File: config.mk
export PLATFORM = sky130hd
export DESIGN_NAME = keyword_lexer_unit
export DESIGN_NICKNAME = d
export VERILOG_FILES = /design/src/klex_pkg.sv /design/src/klex_queue.sv /design/src/keyword_lexer_unit.sv
export SDC_FILE = /design/constraint.sdc
export NUM_CORES = 1
export LEC_CHECK = 0
export ABC_CLOCK_PERIOD_IN_PS = 5100
export BUFFER_PORTS_ARGS = -buffer_cell sky130_fd_sc_hd__buf_2
export CAP_MARGIN = 15
export CELL_PAD_IN_SITES_DETAIL_PLACEMENT = 1
export CELL_PAD_IN_SITES_GLOBAL_PLACEMENT = 2
export CORE_UTILIZATION = 40
export DETAILED_ROUTE_END_ITERATION = 12
export PLACE_DENSITY = 0.81
export SLEW_MARGIN = 20
export SYNTH_ARGS = -nofsm -noshare
export SYNTH_HDL_FRONTEND = slang
export SYNTH_SLANG_ARGS = --single-unit
File: constraint.sdc
create_clock -name clk -period 5.1 [get_ports clk]
set_clock_uncertainty 0.2 [all_clocks]
set_input_delay 0.51 -clock clk [delete_from_list [all_inputs] [get_ports clk]]
set_output_delay 0.51 -clock clk [all_outputs]
set_load 0.02 [all_outputs]
File: src/klex_pkg.sv
// shared types, token codes and keyword table for the keyword lexer
`default_nettype none

package klex_pkg;

  // lexer modes, one-hot
  typedef enum logic [9:0] {
    MODE_IDLE    = 10'b00_0000_0001,
    MODE_WORD    = 10'b00_0000_0010,
    MODE_NUM     = 10'b00_0000_0100,
    MODE_BANG    = 10'b00_0000_1000,
    MODE_EQ      = 10'b00_0001_0000,
    MODE_GT      = 10'b00_0010_0000,
    MODE_LT      = 10'b00_0100_0000,
    MODE_SLASH   = 10'b00_1000_0000,
    MODE_COMMENT = 10'b01_0000_0000,
    MODE_CSTAR   = 10'b10_0000_0000
  } klex_mode_t;

  // token codes
  localparam logic [4:0] TOK_ID     = 5'd0;
  localparam logic [4:0] TOK_NUM    = 5'd1;
  localparam logic [4:0] TOK_KW0    = 5'd2;
  localparam logic [4:0] TOK_DIV    = 5'd10;
  localparam logic [4:0] TOK_NE     = 5'd11;
  localparam logic [4:0] TOK_EQEQ   = 5'd12;
  localparam logic [4:0] TOK_ASSIGN = 5'd13;
  localparam logic [4:0] TOK_LPAR   = 5'd14;
  localparam logic [4:0] TOK_RPAR   = 5'd15;
  localparam logic [4:0] TOK_SEMI   = 5'd16;
  localparam logic [4:0] TOK_LBRACE = 5'd17;
  localparam logic [4:0] TOK_RBRACE = 5'd18;
  localparam logic [4:0] TOK_PLUS   = 5'd19;
  localparam logic [4:0] TOK_GE     = 5'd20;
  localparam logic [4:0] TOK_GT     = 5'd21;
  localparam logic [4:0] TOK_LE     = 5'd22;
  localparam logic [4:0] TOK_LT     = 5'd23;
  localparam logic [4:0] TOK_STAR   = 5'd24;
  localparam logic [4:0] TOK_MINUS  = 5'd25;
  localparam logic [4:0] TOK_ERR    = 5'd26;
  localparam logic [4:0] TOK_END    = 5'd27;

  // byte codes
  localparam logic [7:0] CH_TAB    = 8'h09;
  localparam logic [7:0] CH_NL     = 8'h0a;
  localparam logic [7:0] CH_SPACE  = 8'h20;
  localparam logic [7:0] CH_BANG   = 8'h21;
  localparam logic [7:0] CH_LPAR   = 8'h28;
  localparam logic [7:0] CH_RPAR   = 8'h29;
  localparam logic [7:0] CH_STAR   = 8'h2a;
  localparam logic [7:0] CH_PLUS   = 8'h2b;
  localparam logic [7:0] CH_MINUS  = 8'h2d;
  localparam logic [7:0] CH_SLASH  = 8'h2f;
  localparam logic [7:0] CH_SEMI   = 8'h3b;
  localparam logic [7:0] CH_LT     = 8'h3c;
  localparam logic [7:0] CH_EQ     = 8'h3d;
  localparam logic [7:0] CH_GT     = 8'h3e;
  localparam logic [7:0] CH_LBRACE = 8'h7b;
  localparam logic [7:0] CH_RBRACE = 8'h7d;

  localparam int KW_COUNT = 8;
  localparam int PREFIX_BYTES = 5;
  localparam logic [2:0] LEN_SAT = 3'd6;

  // keywords packed first byte low, with their lengths
  localparam logic [39:0] KW_TEXT [KW_COUNT] = '{
    40'h00_0000_6669,  // if
    40'h00_0072_6f66,  // for
    40'h00_6573_6c65,  // else
    40'h65_6c69_6877,  // while
    40'h00_0000_6f64,  // do
    40'h74_616f_6c66,  // float
    40'h00_0074_6e69,  // int
    40'h6b_6165_7262   // break
  };
  localparam logic [2:0] KW_LEN [KW_COUNT] = '{
    3'd2, 3'd3, 3'd4, 3'd5, 3'd2, 3'd5, 3'd3, 3'd5
  };

  // one queued result
  typedef struct packed {
    logic [4:0] kind;
    logic       err;
    logic       last;
  } klex_ent_t;

  // up to two results written into the queue by one request
  typedef struct packed {
    logic      v0;
    logic      v1;
    klex_ent_t e0;
    klex_ent_t e1;
  } klex_push_t;

  function automatic logic is_letter(logic [7:0] c);
    return ((c >= 8'h61) && (c <= 8'h7a)) || ((c >= 8'h41) && (c <= 8'h5a));
  endfunction

  function automatic logic is_digit(logic [7:0] c);
    return (c >= 8'h30) && (c <= 8'h39);
  endfunction

  // keyword match of a finished word, identifier otherwise
  function automatic logic [4:0] word_kind(logic [39:0] prefix, logic [2:0] len);
    logic [4:0] kind;
    kind = TOK_ID;
    for (int i = 0; i < KW_COUNT; i++) begin
      if ((len == KW_LEN[i]) && (prefix == KW_TEXT[i])) begin
        kind = TOK_KW0 + 5'(i);
      end
    end
    return kind;
  endfunction

endpackage

`default_nettype wire

File: src/klex_queue.sv
// four-entry result queue taking up to two results per request
`default_nettype none

module klex_queue (
  input  wire logic                clk,
  input  wire logic                rst_n,
  input  wire logic                push,
  input  wire klex_pkg::klex_push_t push_data,
  output logic                     full,
  output logic                     head_valid,
  output klex_pkg::klex_ent_t      head,
  input  wire logic                pop
);
  import klex_pkg::*;

  localparam int DEPTH = 4;
  localparam int PW = $clog2(DEPTH);
  localparam int CW = $clog2(DEPTH + 1);

  klex_ent_t       ent_r [DEPTH];
  logic [PW-1:0]   wr_r, wr_nxt;
  logic [PW-1:0]   rd_r, rd_nxt;
  logic [CW-1:0]   cnt_r, cnt_nxt;
  logic [1:0]      n_push;
  logic            do_pop;

  // room for two is required before a new request is taken
  assign full       = (cnt_r > CW'(DEPTH - 2));
  assign head_valid = (cnt_r != '0);
  assign head       = ent_r[rd_r];
  assign do_pop     = pop && head_valid;

  always_comb begin
    n_push = push ? (2'(push_data.v0) + 2'(push_data.v1)) : 2'd0;
    wr_nxt = wr_r + PW'(n_push);
    rd_nxt = rd_r + PW'(do_pop);
    cnt_nxt = cnt_r + CW'(n_push) - CW'(do_pop);
  end

  always_ff @(posedge clk) begin
    if (!rst_n) begin
      wr_r  <= '0;
      rd_r  <= '0;
      cnt_r <= '0;
    end else begin
      wr_r  <= wr_nxt;
      rd_r  <= rd_nxt;
      cnt_r <= cnt_nxt;
    end
  end

  always_ff @(posedge clk) begin
    if (push && push_data.v0) begin
      ent_r[wr_r] <= push_data.e0;
    end
    if (push && push_data.v1) begin
      ent_r[wr_r + PW'(1)] <= push_data.e1;
    end
  end

  // a second result never arrives without a first
  a_slot_order: assert property (@(posedge clk) disable iff (!rst_n)
    push |-> (push_data.v0 || !push_data.v1))
    else $error("klex_queue: second slot written without first");

  a_no_overflow: assert property (@(posedge clk) disable iff (!rst_n)
    cnt_r <= CW'(DEPTH))
    else $error("klex_queue: count beyond depth");

  a_count_track: assert property (@(posedge clk) disable iff (!rst_n)
    ##1 (cnt_r == $past(cnt_nxt)))
    else $error("klex_queue: count lost track");

  a_ptr_gap: assert property (@(posedge clk) disable iff (!rst_n)
    (cnt_r != CW'(DEPTH)) |-> (PW'(cnt_r) == PW'(wr_r - rd_r)))
    else $error("klex_queue: pointers disagree with count");

endmodule

`default_nettype wire

File: src/keyword_lexer_unit.sv
// top level of the keyword lexer: byte in, token codes out
//
// One source byte is taken per request on the in_ channel and turned into
// zero, one or two tokens on the out_ channel. The lexer state (mode, the
// first five bytes of a word, its length, the number-has-letter bit and the
// sticky error flag) updates in the same cycle that the byte is taken, and
// the tokens it causes go into a four-entry result queue, so a byte can be
// taken every cycle while in_stall is low and its tokens leave in order. The
// queue drains one token per cycle while out_stall is low; in_stall rises
// while fewer than two entries are free, so a byte that gives two tokens (a
// pending word, number or operator closed by the next token) fills two queue
// entries, and a waiting sink holds off input once the queue fills. Every token
// carries the error flag as it stands after that token; on the end-of-line
// token it is the line's verdict, and the flag clears once the line ends.
// out_last_of_item marks the last token caused by a byte.
`default_nettype none

module keyword_lexer_unit (
  input  wire logic       clk,
  input  wire logic       rst_n,
  // byte requests
  input  wire logic       in_valid,
  output logic            in_stall,
  input  wire logic [7:0] in_char_in,
  // token requests
  output logic            out_valid,
  input  wire logic       out_stall,
  output logic [4:0]      out_token_kind,
  output logic            out_error_seen,
  output logic            out_last_of_item
);
  import klex_pkg::*;

  // lexer state
  klex_mode_t  mode_r, mode_nxt;
  logic [39:0] prefix_r, prefix_nxt;
  logic [2:0]  len_r, len_nxt;
  logic        hasl_r, hasl_nxt;
  logic        err_r, err_nxt;

  logic        accept;
  logic [7:0]  c;
  logic        c_letter, c_digit;

  // pending token closed by this byte
  logic        a_v;
  logic [4:0]  a_kind;
  logic        a_err;
  // token from the byte itself (after any hand-back)
  logic        b_v;
  logic [4:0]  b_kind;
  logic        b_err;
  logic        do_idle;
  logic        err_mid;

  klex_push_t  push_data;
  klex_ent_t   head;
  logic        q_full;

  assign c        = in_char_in;
  assign c_letter = is_letter(c);
  assign c_digit  = is_digit(c);
  assign in_stall = q_full;
  assign accept   = in_valid && !q_full;

  always_comb begin
    mode_nxt   = mode_r;
    prefix_nxt = prefix_r;
    len_nxt    = len_r;
    hasl_nxt   = hasl_r;
    a_v        = 1'b0;
    a_kind     = TOK_ID;
    a_err      = err_r;
    b_v        = 1'b0;
    b_kind     = TOK_ID;
    do_idle    = 1'b0;
    err_mid    = err_r;

    // first pass: what the current mode makes of the byte
    case (mode_r)
      MODE_WORD, MODE_NUM: begin
        if (c_letter || c_digit) begin
          // append to the run, keep only the first five bytes
          for (int i = 0; i < PREFIX_BYTES; i++) begin
            if (len_r == 3'(i)) begin
              prefix_nxt[8*i +: 8] = c;
            end
          end
          if (len_r < LEN_SAT) begin
            len_nxt = len_r + 3'd1;
          end
          if (c_letter) begin
            hasl_nxt = 1'b1;
          end
        end else begin
          // run ends, byte is lexed again from idle
          a_v = 1'b1;
          if (mode_r == MODE_WORD) begin
            a_kind = (len_r > 3'(PREFIX_BYTES)) ? TOK_ID : word_kind(prefix_r, len_r);
          end else begin
            a_kind = hasl_r ? TOK_ID : TOK_NUM;
          end
          prefix_nxt = '0;
          len_nxt    = '0;
          hasl_nxt   = 1'b0;
          do_idle    = 1'b1;
        end
      end
      MODE_BANG: begin
        mode_nxt = MODE_IDLE;
        a_v = 1'b1;
        if (c == CH_EQ) begin
          a_kind = TOK_NE;
        end else begin
          // lone bang is an error
          err_mid = 1'b1;
          a_kind  = TOK_ERR;
          a_err   = 1'b1;
          do_idle = 1'b1;
        end
      end
      MODE_EQ: begin
        mode_nxt = MODE_IDLE;
        a_v = 1'b1;
        if (c == CH_EQ) begin
          a_kind = TOK_EQEQ;
        end else begin
          a_kind  = TOK_ASSIGN;
          do_idle = 1'b1;
        end
      end
      MODE_GT: begin
        mode_nxt = MODE_IDLE;
        a_v = 1'b1;
        if (c == CH_EQ) begin
          a_kind = TOK_GE;
        end else begin
          a_kind  = TOK_GT;
          do_idle = 1'b1;
        end
      end
      MODE_LT: begin
        mode_nxt = MODE_IDLE;
        a_v = 1'b1;
        if (c == CH_EQ) begin
          a_kind = TOK_LE;
        end else begin
          a_kind  = TOK_LT;
          do_idle = 1'b1;
        end
      end
      MODE_SLASH: begin
        if (c == CH_STAR) begin
          mode_nxt = MODE_COMMENT;
        end else begin
          a_v     = 1'b1;
          a_kind  = TOK_DIV;
          do_idle = 1'b1;
        end
      end
      MODE_COMMENT: begin
        // newline abandons the comment and ends the line
        if (c == CH_NL) begin
          do_idle = 1'b1;
        end else if (c == CH_STAR) begin
          mode_nxt = MODE_CSTAR;
        end
      end
      MODE_CSTAR: begin
        if (c == CH_NL) begin
          do_idle = 1'b1;
        end else if (c == CH_SLASH) begin
          mode_nxt = MODE_IDLE;
        end else if (c != CH_STAR) begin
          mode_nxt = MODE_COMMENT;
        end
      end
      default: begin
        do_idle = 1'b1;
      end
    endcase

    err_nxt = err_mid;
    b_err   = err_mid;

    // second pass: the byte as seen from idle
    if (do_idle) begin
      mode_nxt = MODE_IDLE;
      if (c_letter || c_digit) begin
        mode_nxt   = c_letter ? MODE_WORD : MODE_NUM;
        prefix_nxt = {32'd0, c};
        len_nxt    = 3'd1;
        hasl_nxt   = 1'b0;
      end else begin
        case (c)
          CH_SPACE, CH_TAB: begin
          end
          CH_NL: begin
            // end of line carries the verdict, then the flag clears
            b_v     = 1'b1;
            b_kind  = TOK_END;
            err_nxt = 1'b0;
          end
          CH_SLASH:  mode_nxt = MODE_SLASH;
          CH_BANG:   mode_nxt = MODE_BANG;
          CH_EQ:     mode_nxt = MODE_EQ;
          CH_GT:     mode_nxt = MODE_GT;
          CH_LT:     mode_nxt = MODE_LT;
          CH_LPAR: begin
            b_v = 1'b1; b_kind = TOK_LPAR;
          end
          CH_RPAR: begin
            b_v = 1'b1; b_kind = TOK_RPAR;
          end
          CH_SEMI: begin
            b_v = 1'b1; b_kind = TOK_SEMI;
          end
          CH_LBRACE: begin
            b_v = 1'b1; b_kind = TOK_LBRACE;
          end
          CH_RBRACE: begin
            b_v = 1'b1; b_kind = TOK_RBRACE;
          end
          CH_PLUS: begin
            b_v = 1'b1; b_kind = TOK_PLUS;
          end
          CH_MINUS: begin
            b_v = 1'b1; b_kind = TOK_MINUS;
          end
          CH_STAR: begin
            b_v = 1'b1; b_kind = TOK_STAR;
          end
          default: begin
            // unknown byte, including '|', '&' and anything non-ascii
            b_v     = 1'b1;
            b_kind  = TOK_ERR;
            b_err   = 1'b1;
            err_nxt = 1'b1;
          end
        endcase
      end
    end
  end

  // pack tokens in order, first valid token into slot zero
  always_comb begin
    push_data.v0      = a_v || b_v;
    push_data.v1      = a_v && b_v;
    push_data.e0.kind = a_v ? a_kind : b_kind;
    push_data.e0.err  = a_v ? a_err : b_err;
    push_data.e0.last = !(a_v && b_v);
    push_data.e1.kind = b_kind;
    push_data.e1.err  = b_err;
    push_data.e1.last = 1'b1;
  end

  always_ff @(posedge clk) begin
    if (!rst_n) begin
      mode_r   <= MODE_IDLE;
      prefix_r <= '0;
      len_r    <= '0;
      hasl_r   <= 1'b0;
      err_r    <= 1'b0;
    end else if (accept) begin
      mode_r   <= mode_nxt;
      prefix_r <= prefix_nxt;
      len_r    <= len_nxt;
      hasl_r   <= hasl_nxt;
      err_r    <= err_nxt;
    end
  end

  klex_queue u_queue (
    .clk        (clk),
    .rst_n      (rst_n),
    .push       (accept),
    .push_data  (push_data),
    .full       (q_full),
    .head_valid (out_valid),
    .head       (head),
    .pop        (!out_stall)
  );

  assign out_token_kind   = head.kind;
  assign out_error_seen   = head.err;
  assign out_last_of_item = head.last;

  // run length saturates at six
  a_len_sat: assert property (@(posedge clk) disable iff (!rst_n)
    len_r <= LEN_SAT)
    else $error("keyword_lexer_unit: run length past saturation");

  // the line ends with a clear flag
  a_err_clear: assert property (@(posedge clk) disable iff (!rst_n)
    (accept && b_v && (b_kind == TOK_END)) |=> !err_r)
    else $error("keyword_lexer_unit: error flag survived end of line");

  // an error token always reports the flag set
  a_err_tok: assert property (@(posedge clk) disable iff (!rst_n)
    (out_valid && (out_token_kind == TOK_ERR)) |-> out_error_seen)
    else $error("keyword_lexer_unit: error token without flag");

  // outside a run the word registers are not consulted, inside one length is nonzero
  a_run_len: assert property (@(posedge clk) disable iff (!rst_n)
    ((mode_r == MODE_WORD) || (mode_r == MODE_NUM)) |-> (len_r != 3'd0))
    else $error("keyword_lexer_unit: empty run");

endmodule

`default_nettype wire

======== Word level (Yosys, flattened, before mapping) ========
Memories as Yosys holds them, arrays and structs flattened. A register that Yosys moved wholly into a read port is not among the register bits.
Cells that the tools add are included.
storage, ports and cells
  register bits after elaboration ......... 62
  bits in writable memories ............... 28
  input port bits ......................... 12
  word-level logic and storage cells ...... 177
  memories ................................ 1
cells by class
  add/sub/neg operators ................... 7
  order comparisons ....................... 9
  equality and inequality tests ........... 44
  muxes and demuxes ....................... 76
  reduce and logical (&&, ||, !) cells .... 32
memory list
  memory         words  width  rd ports  clocked after memory_dff  write ports  RTL line          RTL
  u_queue.ent_r  4      7      1         1                         2            klex_queue.sv:20  klex_ent_t ent_r [DEPTH];
operators with widths
  kind                    number
  $mux W40                4
  $eq A40 B39 Y1 const B  3
  $eq A8 B6 Y1 const B    12
  $eq A40 B15 Y1 const B  2
  $eq A40 B23 Y1 const B  2
  $mux W10                7
  $mux W5                 14
  $pmux W5 S10            1
  $mux W8                 6
  $eq A40 B31 Y1 const B  1
  $pmux W10 S4            1
  $pmux W8 S5             1
  $pmux W5 S6             1
  $mux W1                 28
  $mux W3                 6
  $eq A8 B4 Y1 const B    2
  $eq A8 B7 Y1 const B    2
  $ge A8 B7 Y1 const B    2
  $le A8 B7 Y1 const B    2
  $logic_and A1 B1 Y1     16
  $reduce_or A16 Y1       1
  $reduce_or A15 Y1       1
  $ne A3 B3 Y1 const B    4
  $eq A10 B10 Y1 const B  1
  other kinds (39)        48

======== Depth between registers and ports, before layout ========
  depth in word-level cells ............... 15
  gate-level depth with buffers ........... 14
  gate-level depth less buffers ........... 12

======== Hierarchy ========
A second synthesis with hierarchy kept.
second synthesis, totals
  cell total of the unflattened synthesis .. 586
  area, all modules ....................... 5626.6 um^2
modules (own cells, without submodules)
  module              times used  cells each  area an instance (um^2)  seq. area each (um^2)
  keyword_lexer_unit  1           464         3732.3                   1101.1
  klex_queue          1           122         1894.3                   980.9

======== Worst setup path before layout ========
OpenSTA, ideal clock, no wires.
  kind .................................... in2reg
  start ................................... in in_char_in[3]
  end ..................................... mem u_queue.ent_r[2][1] (netlist bit) (enable)
  library setup time ...................... 322 ps
  arrival ................................. 3253 ps
  required time ........................... 4578 ps
  path slack .............................. 1325 ps
  stages .................................. 13
  buffers on the path ..................... 4
  cells stage by stage .................... clkbuf_1 > or3_1 > nor3_1 > o21ba_2 > buf_4 > o31a_1 > and2_1 > inv_1 > ha_1 > clkbuf_1 > or3_1 > buf_1 > nand2_1
RTL lines
  what             RTL line                  RTL
  start, declared  keyword_lexer_unit.sv:24  input wire logic [7:0] in_char_in,
  end, declared    klex_queue.sv:20

==> summary.txt <==
Setup path
  – Setup slack, reg-to-reg: 1.07 ns
  – Crit path from: mode_r[0]
  – CP arrival: 3.86 ns
  – Reg-to-reg endpoint: u_queue.ent_r[0][3]
  – Critical-path top delay cell: or4_1
  – Critical R2R Launch: mode_r[0]
  – Critical path's largest stage delay: 0.63 ns
  – CP max FO: 12
  – Worst path top cell family by delay: simple AND/OR/NAND/NOR gates
  – Kind of critical path: register to register
  – CP Capture Type: register
  – Startpoint type of the worst setup path: register
  – CP Depth: 9
  – Path depth of the worst reg2reg path: 9
  – Worst setup path endpoint: u_queue.ent_r[0][3]
  – Req. time, crit path: 4.93 ns
  – Cell Chain, Critical Path: or3_1 -> nand4bb_1 -> o22ai_2 -> o31a_1 -> and2_1 -> inv_1 -> ha_1 -> or4_1 -> nand2_1
  – WP buf/inv: 1

CTS
  – CTS tree: done
  – Clock sink count: 90
  – Clock tree root buffer cell: clkbuf_16
  – Post-CTS resize count: 0
  – H-tree Lvls: 3
  – Clock transition at the registers of the reported paths: 0.07 ns
  – Inserted Clock Buffers: 9
  – Clk Latency, worst-skew pair: 0.35 ns
  – Post-CTS Setup Bufs: 0
  – Max Root-Sink Buffers: 2
  – CTS Hold Bufs: 0

Logic synthesis
  – Seq/Total Area, Yosys: 0.378
  – Netlist cell types: 78
  – Count of flip-flops with a built-in enable after synthesis: 24
  – Post-Syn Area per Cell: 9.24 um^2
  – Simple-gate share of the synthesized area: 0.272
  – Netlist Area Pre-Place: 5400 um^2
  – Yosys warns: 0
  – Cells after Synth: 584
  – Largest family of logic cells by synthesized area: simple AND/OR/NAND/NOR gates
  – Synthesized Nets: 610
  – Adder-Cell Fraction of Synth Area: 0.0339
  – Ys async rst share: 0
  – Most used DFF post-synth: dfxtp_1
  – Synth Register Bits: 90
  – Complex-gate fraction of the synthesized area: 0.229
  – Synth Area in XOR/XNOR: 0.0162
  – Post-synthesis mux area share: 0.0311

Die
  – Overall die width: 118 um
  – Die height: 118 um
  – Top Ports: 21
  – Starting Density: 0.409
  – Die ar.: 14000 um^2
  – Core footprint: 13200 um^2
  – # rows: 42

STA
  – Slew Limit Fails: 0
  – Achievable Freq: 248 MHz
  – Setup tns final: 0 ns
  – Final worst path period share: 0.791
  – Setup ws final: 1.07 ns
  – Post-layout min period: 4.03 ns
  – RSZ-0062 raised after global routing: false
  – # setup viols final: 0
  – Slew @ Worst Pin: 0.975 ns
  – Final Hold Vio Count: 0
  – Slew margin rel.: 0.341

Routing
  – Number of DRC markers in iteration 0: 381
  – Drt drc: 0
  – Detailed-route wire length per cell: 21.3 um
  – Via density: 6.16
  – DRT Pass-1 Iters: 5
  – Detail Route Antenna Nets: 0
  – Via count: 4696
  – WL final: 16300 um

Job
  – Max Cap Viol: 0

Layout
  – Commonest cells after routing, fill and taps aside: dfxtp_1 (66), nand2_1 (50), a22o_1 (35), nor2_1 (31), a21oi_1 (25)
  – Layout cells sized above 1: 0.123
  – Final #Nets: 607
  – Final core utilization: 0.448
  – Commonest non-fill, non-tap cell in the layout: dfxtp_1
  – N_diodes: 0
  – Synthesis-to-finish area growth: 9.44%

Place
  – Port Buffer Count: 20
  – Post-place setup slack: 0.866 ns
  – Final RePlAce weighted congestion: 0.912
  – HPWL Detailed: 12200 um

Global routing
  – Initial antenna violation count: 1
  – Largest net degree at the start of global routing: 35
  – GRT Resource Usage Total: 0.243
  – Vias in the first global route: 4774
  – Total congestion overflow: 0
  – Global-route wire length before repair: 26400 um

Power
  – LEAKAGE: 2.14 nW
  – Pwr Density: 340 nW/um^2
  – Max rail drop VDD: 0.135 mV

Hold path
  – Min-delay src: u_queue.ent_r[2][0]
  – Hold/Removal Path Class: register to register
  – Worst Hold Path Cells: 1

Status
  – Outcome: completed
[per-layer routing]
layer / share of wire / routed length, um / global-route usage / up-vias
li1: - / - / - / 2240
met1: 0.50 / 8110 / 0.352 / 2333
met2: 0.45 / 7260 / 0.369 / 104
met3: 0.042 / 682 / 0.0415 / 17
met4: 0.012 / 201 / 0.0681 / 2
met5: 0.00080 / 13 / 0 / -
[cells by family after synthesis]
family / after synthesis
XOR/XNOR: 10
adder cells (fa/ha/maj): 14
multiplexers: 8
AO/OA/AOI/OAI: 160
flip-flops: 90
AND/OR/NAND/NOR: 249
buffers and inverters: 53
[how the worst min path moves through the flow]
stage          slack [ns]             endpoint
5_1_grt              0.30  u_queue.ent_r[3][0]
3_5_place_dp         0.26  u_queue.ent_r[3][0]
4_1_cts              0.28  u_queue.ent_r[2][0]
6_report             0.27  u_queue.ent_r[2][0]
3_3_place_gp         0.26  u_queue.ent_r[2][0]
2_1_floorplan        0.23  u_queue.ent_r[2][0]
[area by class of cell]
class | instances | area, um^2
sequential | 90 | 2040
tap | 176 | 220
fill | 1511 | 7280
multi-input combinational | 441 | 3140
clock inverter | 6 | 88.8
timing repair buffer | 21 | 108
clock buffer | 10 | 239
inverter | 18 | 67.6
[report_power, final]
part / total [mW] / internal [mW] / switching [mW]
combinational: 0.424 / 0.173 / 0.251
sequential: 0.845 / 0.791 / 0.0541
clock: 0.740 / 0.444 / 0.296
[through the flow]
stage	cell area (um^2)	std cells	hold slack (ns)	power (mW)
floorplan	5400	584	0.231	1.16
global placement	5580	746	0.257	1.27
detailed placement	5580	746	0.262	1.29
CTS	5910	762	0.276	2.02
global route	5910	762	0.302	2.10
finish	5910	762	0.270	2.01
[state kept, by name, summed over array words and instances (netlist names)]
name           count
err_r              1
len_r              3
u_queue.rd_r       2
prefix_r          40
u_queue.cnt_r      3
u_queue.ent_r     28
u_queue.wr_r       2
hasl_r             1
mode_r            10
[synth_stat cells (16+ instances only)]
cell | n | share of area
nor2_1 | 31 | 0.022
clkbuf_1 | 27 | 0.019
a22o_1 | 35 | 0.057
o21ai_0 | 20 | 0.019
nand2_1 | 50 | 0.035
nand4_1 | 16 | 0.019
a21oi_1 | 25 | 0.023
inv_1 | 18 | 0.013
edfxtp_1 | 24 | 0.13
o22ai_1 | 20 | 0.023
nor3_1 | 18 | 0.017
dfxtp_1 | 66 | 0.24
[worst register-to-register path, stage by stage (launching register included)]
cell and delay, ns:
dfxtp_1 0.37, or3_1 0.46, nand4bb_1 0.40, o22ai_2 0.41, o31a_1 0.37, and2_1 0.24
inv_1 0.06, ha_1 0.31, or4_1 0.63, nand2_1 0.26
Power figures use the tool's default switching activity.
